File: config.mk
export PLATFORM = sky130hd
export DESIGN_NAME = sorted_set_engine_unit
export DESIGN_NICKNAME = d
export VERILOG_FILES = /design/src/sv/sse_pkg.sv /design/src/sv/sse_cell.sv /design/src/sv/sorted_set_engine_unit.sv
export SDC_FILE = /design/constraint.sdc
export NUM_CORES = 2
export LEC_CHECK = 0
export BUFFER_PORTS_ARGS = -buffer_cell sky130_fd_sc_hd__buf_4
export CORE_AREA = 2 2 323 325
export CTS_BUF_LIST = sky130_fd_sc_hd__clkbuf_4
export CTS_CLUSTER_DIAMETER = 40
export DETAILED_ROUTE_END_ITERATION = 8
export DIE_AREA = 0 0 325 327
export GPL_TIMING_DRIVEN = 0
export PLACE_DENSITY = 0.56
export REMOVE_ABC_BUFFERS = 1
export SLEW_MARGIN = 20
export SYNTH_ARGS = -nofsm -noshare
export SYNTH_HDL_FRONTEND = slang
export SYNTH_SLANG_ARGS = --single-unit
export TNS_END_PERCENT = 1
File: constraint.sdc
create_clock -name i_clk -period 5.75 [get_ports i_clk]
set_input_delay 0.2875 -clock i_clk [delete_from_list [all_inputs] [get_ports i_clk]]
set_output_delay 0.2875 -clock i_clk [all_outputs]
set_load 0.01 [all_outputs]
File: src/sv/sse_pkg.sv
// ----------------------------------------------------------------------------
// Sorted set engine package
// Shared constants, action codes and payload types of the sorted set engine.
// ----------------------------------------------------------------------------
package sse_pkg;

    localparam int CAPACITY = 16;
    localparam int KEY_W    = 32;
    localparam int CNT_W    = $clog2(CAPACITY + 1);

    localparam logic [1:0] ACT_ADD      = 2'd0;
    localparam logic [1:0] ACT_REMOVE   = 2'd1;
    localparam logic [1:0] ACT_CONTAINS = 2'd2;

    typedef struct packed {
        logic [1:0]              action;
        logic signed [KEY_W-1:0] key;
    } t_cmd;

    typedef struct packed {
        logic success;
        logic full_res;
    } t_result;

    // Broadcast from the control logic to every cell.
    typedef struct packed {
        logic                    ins;
        logic                    rem;
        logic signed [KEY_W-1:0] key;
    } t_cell_ctl;

    // What a cell shows its right-hand neighbor.
    typedef struct packed {
        logic signed [KEY_W-1:0] key;
        logic                    lt;
    } t_link;

endpackage

File: src/sv/sse_cell.sv
// ----------------------------------------------------------------------------
// Sorted set cell
// Holds one key of the ordered chain, compares it with the broadcast key and
// shifts toward either neighbor on insert or remove.
// ----------------------------------------------------------------------------
module sse_cell (
    input  logic              i_clk,
    input  sse_pkg::t_cell_ctl i_ctl,
    input  logic              i_occ,
    input  sse_pkg::t_link    i_left,
    input  logic signed [sse_pkg::KEY_W-1:0] i_right_key,
    output sse_pkg::t_link    o_link,
    output logic              o_eq
);
    import sse_pkg::*;

    logic signed [KEY_W-1:0] r_key;
    logic signed [KEY_W-1:0] n_key;
    logic                    w_lt;

    assign w_lt   = i_occ && (r_key < i_ctl.key);
    assign o_eq   = i_occ && (r_key == i_ctl.key);
    assign o_link = '{key: r_key, lt: w_lt};

    // Cells below the insert or remove position keep their key. On insert the
    // position cell takes the new key; the others from it up shift one place.
    always_comb begin
        n_key = r_key;
        if (!w_lt) begin
            if (i_ctl.ins) begin
                n_key = i_left.lt ? i_ctl.key : i_left.key;
            end else if (i_ctl.rem) begin
                n_key = i_right_key;
            end
        end
    end

    always_ff @(posedge i_clk) begin
        r_key <= n_key;
    end

endmodule

File: src/sv/sorted_set_engine_unit.sv
// ----------------------------------------------------------------------------
// Sorted set engine
// Keeps distinct signed keys in ascending order in a chain of compare cells.
// ----------------------------------------------------------------------------
// Usage:
//   A command (action and key) is transferred when start is high and busy is
//   low. Actions are add, remove and contains; the unused action code does
//   nothing and reports failure.
//   Every cell compares its key with the command key in the same cycle, so a
//   command is decided and the chain shifted in the cycle of its transfer.
//   Output: the result appears on o_result with o_valid high in the cycle
//   after the command transfer, and stays for that single cycle.
//   Throughput: one command per cycle; busy is never raised.
//   The result is transferred at the edge that ends its cycle; the receiver
//   has no way to stall it and must take it then.
//   An add to a set already holding CAPACITY keys fails with full_res set,
//   unless the key is already present.
//   Reset (synchronous, active low) empties the set and clears o_valid. The
//   key cells are not cleared; only cells below the key count are compared.
// ----------------------------------------------------------------------------
module sorted_set_engine_unit (
    input  logic             i_clk,
    input  logic             i_rst_n,
    input  logic             start,
    output logic             busy,
    input  sse_pkg::t_cmd    i_cmd,
    output logic             o_valid,
    output sse_pkg::t_result o_result
);
    import sse_pkg::*;

    logic [CNT_W-1:0]        r_count;
    logic [CNT_W-1:0]        n_count;
    logic                    r_valid;
    t_result                 r_result;
    t_result                 n_result;
    t_cell_ctl               w_ctl;
    t_link                   w_link [CAPACITY];
    t_link                   w_left [CAPACITY];
    logic signed [KEY_W-1:0] w_right_key [CAPACITY];
    logic [CAPACITY-1:0]     w_eq;
    logic [CAPACITY-1:0]     w_occ;
    logic                    w_accept;
    logic                    w_present;
    logic                    w_full;

    assign busy      = 1'b0;
    assign w_accept  = start && !busy;
    assign w_present = |w_eq;
    assign w_full    = (r_count == CNT_W'(CAPACITY));

    always_comb begin
        w_ctl.key = i_cmd.key;
        w_ctl.ins = w_accept && (i_cmd.action == ACT_ADD) && !w_present && !w_full;
        w_ctl.rem = w_accept && (i_cmd.action == ACT_REMOVE) && w_present;
    end

    genvar gi;
    generate
        for (gi = 0; gi < CAPACITY; gi++) begin : g_cell
            assign w_occ[gi] = (CNT_W'(gi) < r_count);

            // The first cell sees a virtual left neighbor below every key.
            if (gi == 0) begin : g_first
                assign w_left[gi] = '{key: i_cmd.key, lt: 1'b1};
            end else begin : g_inner
                assign w_left[gi] = w_link[gi-1];
            end

            // The top cell's shift-in value on remove lands above the count.
            if (gi == CAPACITY - 1) begin : g_last
                assign w_right_key[gi] = i_cmd.key;
            end else begin : g_below
                assign w_right_key[gi] = w_link[gi+1].key;
            end

            sse_cell u_cell (
                .i_clk       (i_clk),
                .i_ctl       (w_ctl),
                .i_occ       (w_occ[gi]),
                .i_left      (w_left[gi]),
                .i_right_key (w_right_key[gi]),
                .o_link      (w_link[gi]),
                .o_eq        (w_eq[gi])
            );
        end
    endgenerate

    always_comb begin
        n_count  = r_count;
        n_result = '{success: 1'b0, full_res: 1'b0};
        if (w_ctl.ins) begin
            n_count = r_count + CNT_W'(1);
        end else if (w_ctl.rem) begin
            n_count = r_count - CNT_W'(1);
        end
        case (i_cmd.action)
            ACT_ADD: begin
                n_result.success  = !w_present && !w_full;
                n_result.full_res = !w_present && w_full;
            end
            ACT_REMOVE: begin
                n_result.success = w_present;
            end
            ACT_CONTAINS: begin
                n_result.success = w_present;
            end
            default: begin
                n_result = '{success: 1'b0, full_res: 1'b0};
            end
        endcase
    end

    always_ff @(posedge i_clk) begin
        if (!i_rst_n) begin
            r_count <= '0;
            r_valid <= 1'b0;
        end else begin
            r_count <= n_count;
            r_valid <= w_accept;
        end
    end

    always_ff @(posedge i_clk) begin
        if (w_accept) begin
            r_result <= n_result;
        end
    end

    assign o_valid  = r_valid;
    assign o_result = r_result;

endmodule

==> flow_metrics.tcl <==
set metrics [dict create \
    status "complete, no violations" \
    crit_path_end_kind "flip-flop" \
    internal_power_mw 6.643 \
    fp-row-count 118 \
    cp.arrival_ns 6.34 \
    tritoncts "built" \
    report.final.slew_viol_count 0 \
    period_minus_slack_ns 5.550 \
    io_buffer_count 39 \
    syn-cell-area_um2 37810 \
    synthCells 3650 \
    timing_hold_violations_final 0 \
    die_y_um 327 \
    clockBufferDepth 3 \
    drv_cap 0 \
    setup_viol 0 \
    synth_top_family_by_area "adder cells" \
    p_comb_frac 0.138 \
    critPathKind "in -> reg" \
    finalWirelength_um 107300 \
    finalNonFillerCells 5244 \
    worst_pin_slew_ns 1.142 \
    crit_buf_inv 6 \
    synth_edf_count 514 \
    synth_compound_area_frac 0.1371 \
    yosys_register_bits 520 \
    critPathRequiredTime_ns 6.54 \
    antenna_found_initial 5 \
    cts.sinks 520 \
    reg2reg_setup_slack_ns 0.43 \
    synth-main-ff-cell "edfxtp_1" \
    cp_top_family "simple AND/OR/NAND/NOR gates" \
    power_switching_mw 2.627 \
    dieArea_um2 106300 \
    crit_fanout 75 \
    firstDrtPassIters 7 \
    wl_per_cell_um 20.47 \
    synth_cell_types 76 \
    synth_commonest_cells "694 x a21oi_1, 537 x nor2_1, 519 x ha_1" \
    setup_tns_ns 0 \
    synth-simple-area-share 0.1088 \
    seq_power_share 0.474 \
    cp_slowest_cell "nor4_4" \
    synth_xor_area_frac 0 \
    area_delta_synth_final_pct 13.32 \
    synth_fa_ha_area_frac 0.1717 \
    min_path_type "in -> reg" \
    initial_core_util 0.3674 \
    drc 0 \
    yosysSeqAreaShare 0.4114 \
    yosysMostFrequentCell "a21oi_1" \
    synth.area.mux_share 0.1367 \
    synth_top_area_cell "edfxtp_1" \
    finalCritPeriodShare 0.9653 \
    numPlacedInstances 4933 \
    core_area_um2 102900 \
    dp_hpwl_um 80030 \
    synth-warning-count 0 \
    leakagePower_nw 17.88 \
    max-vdd-ir-drop_mv 0.1735 \
    cts-buffers-inserted 152 \
    drtAntennaViolNets 0 \
    nets 4310 \
    grt_pass1_vias 29270 \
    rsz0062_at_grt "no" \
    syn_avg_cell_area_um2 10.36 \
    cts-root-buf "clkbuf_4" \
    viasPerCell 5.552 \
    synth_top_area_frac 0.4082 \
    grt_max_degree 76 \
    nFillCells 10020 \
    crit_chain "dlygate4sd3_1 -> buf_4 -> clkinvlp_4 -> ha_1 -> nand4_1 -> nor3_1 -> and3_1 -> a32o_2 -> nor4_4 -> and3_4 -> buf_16 -> buf_16 -> a21boi_4 -> buf_16 -> mux2_2" \
    route.vias.total 29110 \
    grt_pass1_wl_um 166900 \
    async_reset_ff_frac 0 \
    max_freq_ghz 0.1802 \
    powerDensity_nw_per_um2 216.3 \
    drive_gt1_frac 0.1226 \
    globalRoute.totalOverflow 0 \
    die_w_um 325 \
    h-tree-depth 4 \
    place.gp.congestion 0.8154 \
    crit_path_start_kind "input pin" \
    netlist_top_cells_area "edfxtp_1 41%, ha_1 17%, mux2i_1 11%" \
    clkPwrFrac 0.388 \
    clk_pin_slew_ns 0.07 \
    path_common_cell "buf_16" \
    clk_latency_ns 1.07 \
    drtIter0Drc 1928 \
    grt_usage 0.1981 \
    skew_ns 0.06433 \
    io_pins 41 \
    slowest_delay_ns 0.60 \
    relSlewSlack 0.2315 \
    switching_share 0.2834 \
]
## kinds of logic (layout without fill, tap and decap cells)
group                      Yosys count  in the layout
AOI/OAI and AO/OA                  928            928
and+or+nand+nor                    915            917
DFF                                520            520
adders and majority gates          519            519
muxes                              496            496
buffers and inverters              271            476
other                                1              8
## layout by cell type, fill, tap and decap left out, types with 9 or more instances in the layout
cell type / synthesis / routed
a211oi_1: 18 / 18
a21o_1: 27 / 27
a21oi_1: 694 / 691
and4_1: 9 / 9
buf_16: 0 / 41
buf_4: 37 / 52
clkbuf_4: 0 / 229
clkinv_1: 0 / 18
dlygate4sd3_1: 0 / 37
edfxtp_1: 514 / 514
ha_1: 519 / 519
inv_1: 72 / 71
mux2_2: 35 / 34
mux2_4: 30 / 31
mux2i_1: 428 / 423
nand2_1: 113 / 113
nand2b_1: 14 / 14
nand3_1: 34 / 34
nand4_1: 114 / 114
nor2_1: 537 / 524
nor2_4: 0 / 13
nor2b_1: 23 / 23
nor3_1: 21 / 20
nor4_1: 14 / 14
o211ai_1: 19 / 19
o21a_1: 12 / 10
o21ai_0: 71 / 71
o21ba_2: 9 / 9
## what timing repair did
action	4_1_cts	5_1_grt
gates resized for setup	0	3
buffers inserted	0	8
hold buffers	37	0
endpoints found under the setup margin	0	166
endpoints found under the hold margin	491	0
## layer usage
layer / wire length [um] / GRT usage / vias up / part of all wire
li1: - / - / 14170 / -
met1: 51180 / 0.2732 / 14200 / 0.48
met3: 5247 / 0.03500 / 148 / 0.049
met2: 48910 / 0.3210 / 597 / 0.46
met4: 2004 / 0.05103 / 2 / 0.019
met5: 11 / 0 / - / 0.00010
## sequential cells by signal, summed over array words and instances (netlist names)
signal               flops
g_cell.u_cell.r_key    512
r_count                  5
o_result                 2
o_valid                  1
## worst paths after layout
path                                         startpoint                               endpoint  cells past startpoint
setup reg to reg   g_cell[4].u_cell.r_key[21]$_DFFE_PP_   g_cell[15].u_cell.r_key[0]$_DFFE_PP_                     12
hold / removal                                    start              o_result[0]$_SDFFCE_PP0P_                      2
setup / recovery                              i_cmd[21]   g_cell[15].u_cell.r_key[0]$_DFFE_PP_                     15
hold reg to reg   g_cell[14].u_cell.r_key[17]$_DFFE_PP_  g_cell[15].u_cell.r_key[17]$_DFFE_PP_                      1
## power by group through the flow
stage | Combinational (mW) | Clock, mW | Sequential (mW)
2_1_floorplan | 0.947 | 0 | 4.45
3_3_place_gp | 1.36 | 0 | 4.50
3_5_place_dp | 1.24 | 0 | 4.47
4_1_cts | 1.27 | 3.70 | 4.39
5_1_grt | 1.44 | 3.89 | 4.40
6_report | 1.28 | 3.60 | 4.39
## area by class of cell
type / count / area, um2 / share of cell area
clock inverter: 28 / 138.9 / 0.003241
clock buffer: 229 / 1719 / 0.04012
sequential: 520 / 15550 / 0.3630
tap: 1380 / 1727 / 0.04030
inverter: 72 / 274.0 / 0.006395
antenna: 7 / 17.52 / 0.0004088
multi-input combinational: 2861 / 21250 / 0.4959
timing repair buffer: 147 / 2170 / 0.05063
## stage by stage
stage          hold WS, ns  setup slack (ns)  power [mW]  utilization  instance area, um2
2_1_floorplan       0.4000            -19.57       5.399            -               36790
3_3_place_gp        0.5889            -35.30       5.865       0.3772               38810
3_5_place_dp        0.5883           -0.5865       5.716       0.3936               40500
4_1_cts            0.01760           0.04601       9.361       0.4152               42730
5_1_grt            0.01257            0.1238       9.741       0.4163               42840
6_report            0.1118            0.1997       9.270       0.4164               42850
## worst reg2reg max path, delay by kind of cell (launching register included)
family | cells | cell delay, ns
adder cells (fa/ha/maj) | 1 | 0.31
buffers and inverters | 3 | 0.90
flip-flops | 1 | 0.42
AO/OA/AOI/OAI | 2 | 0.85
AND/OR/NAND/NOR | 5 | 2.25
multiplexers | 1 | 0.35
(Power assumes the default switching activity.)
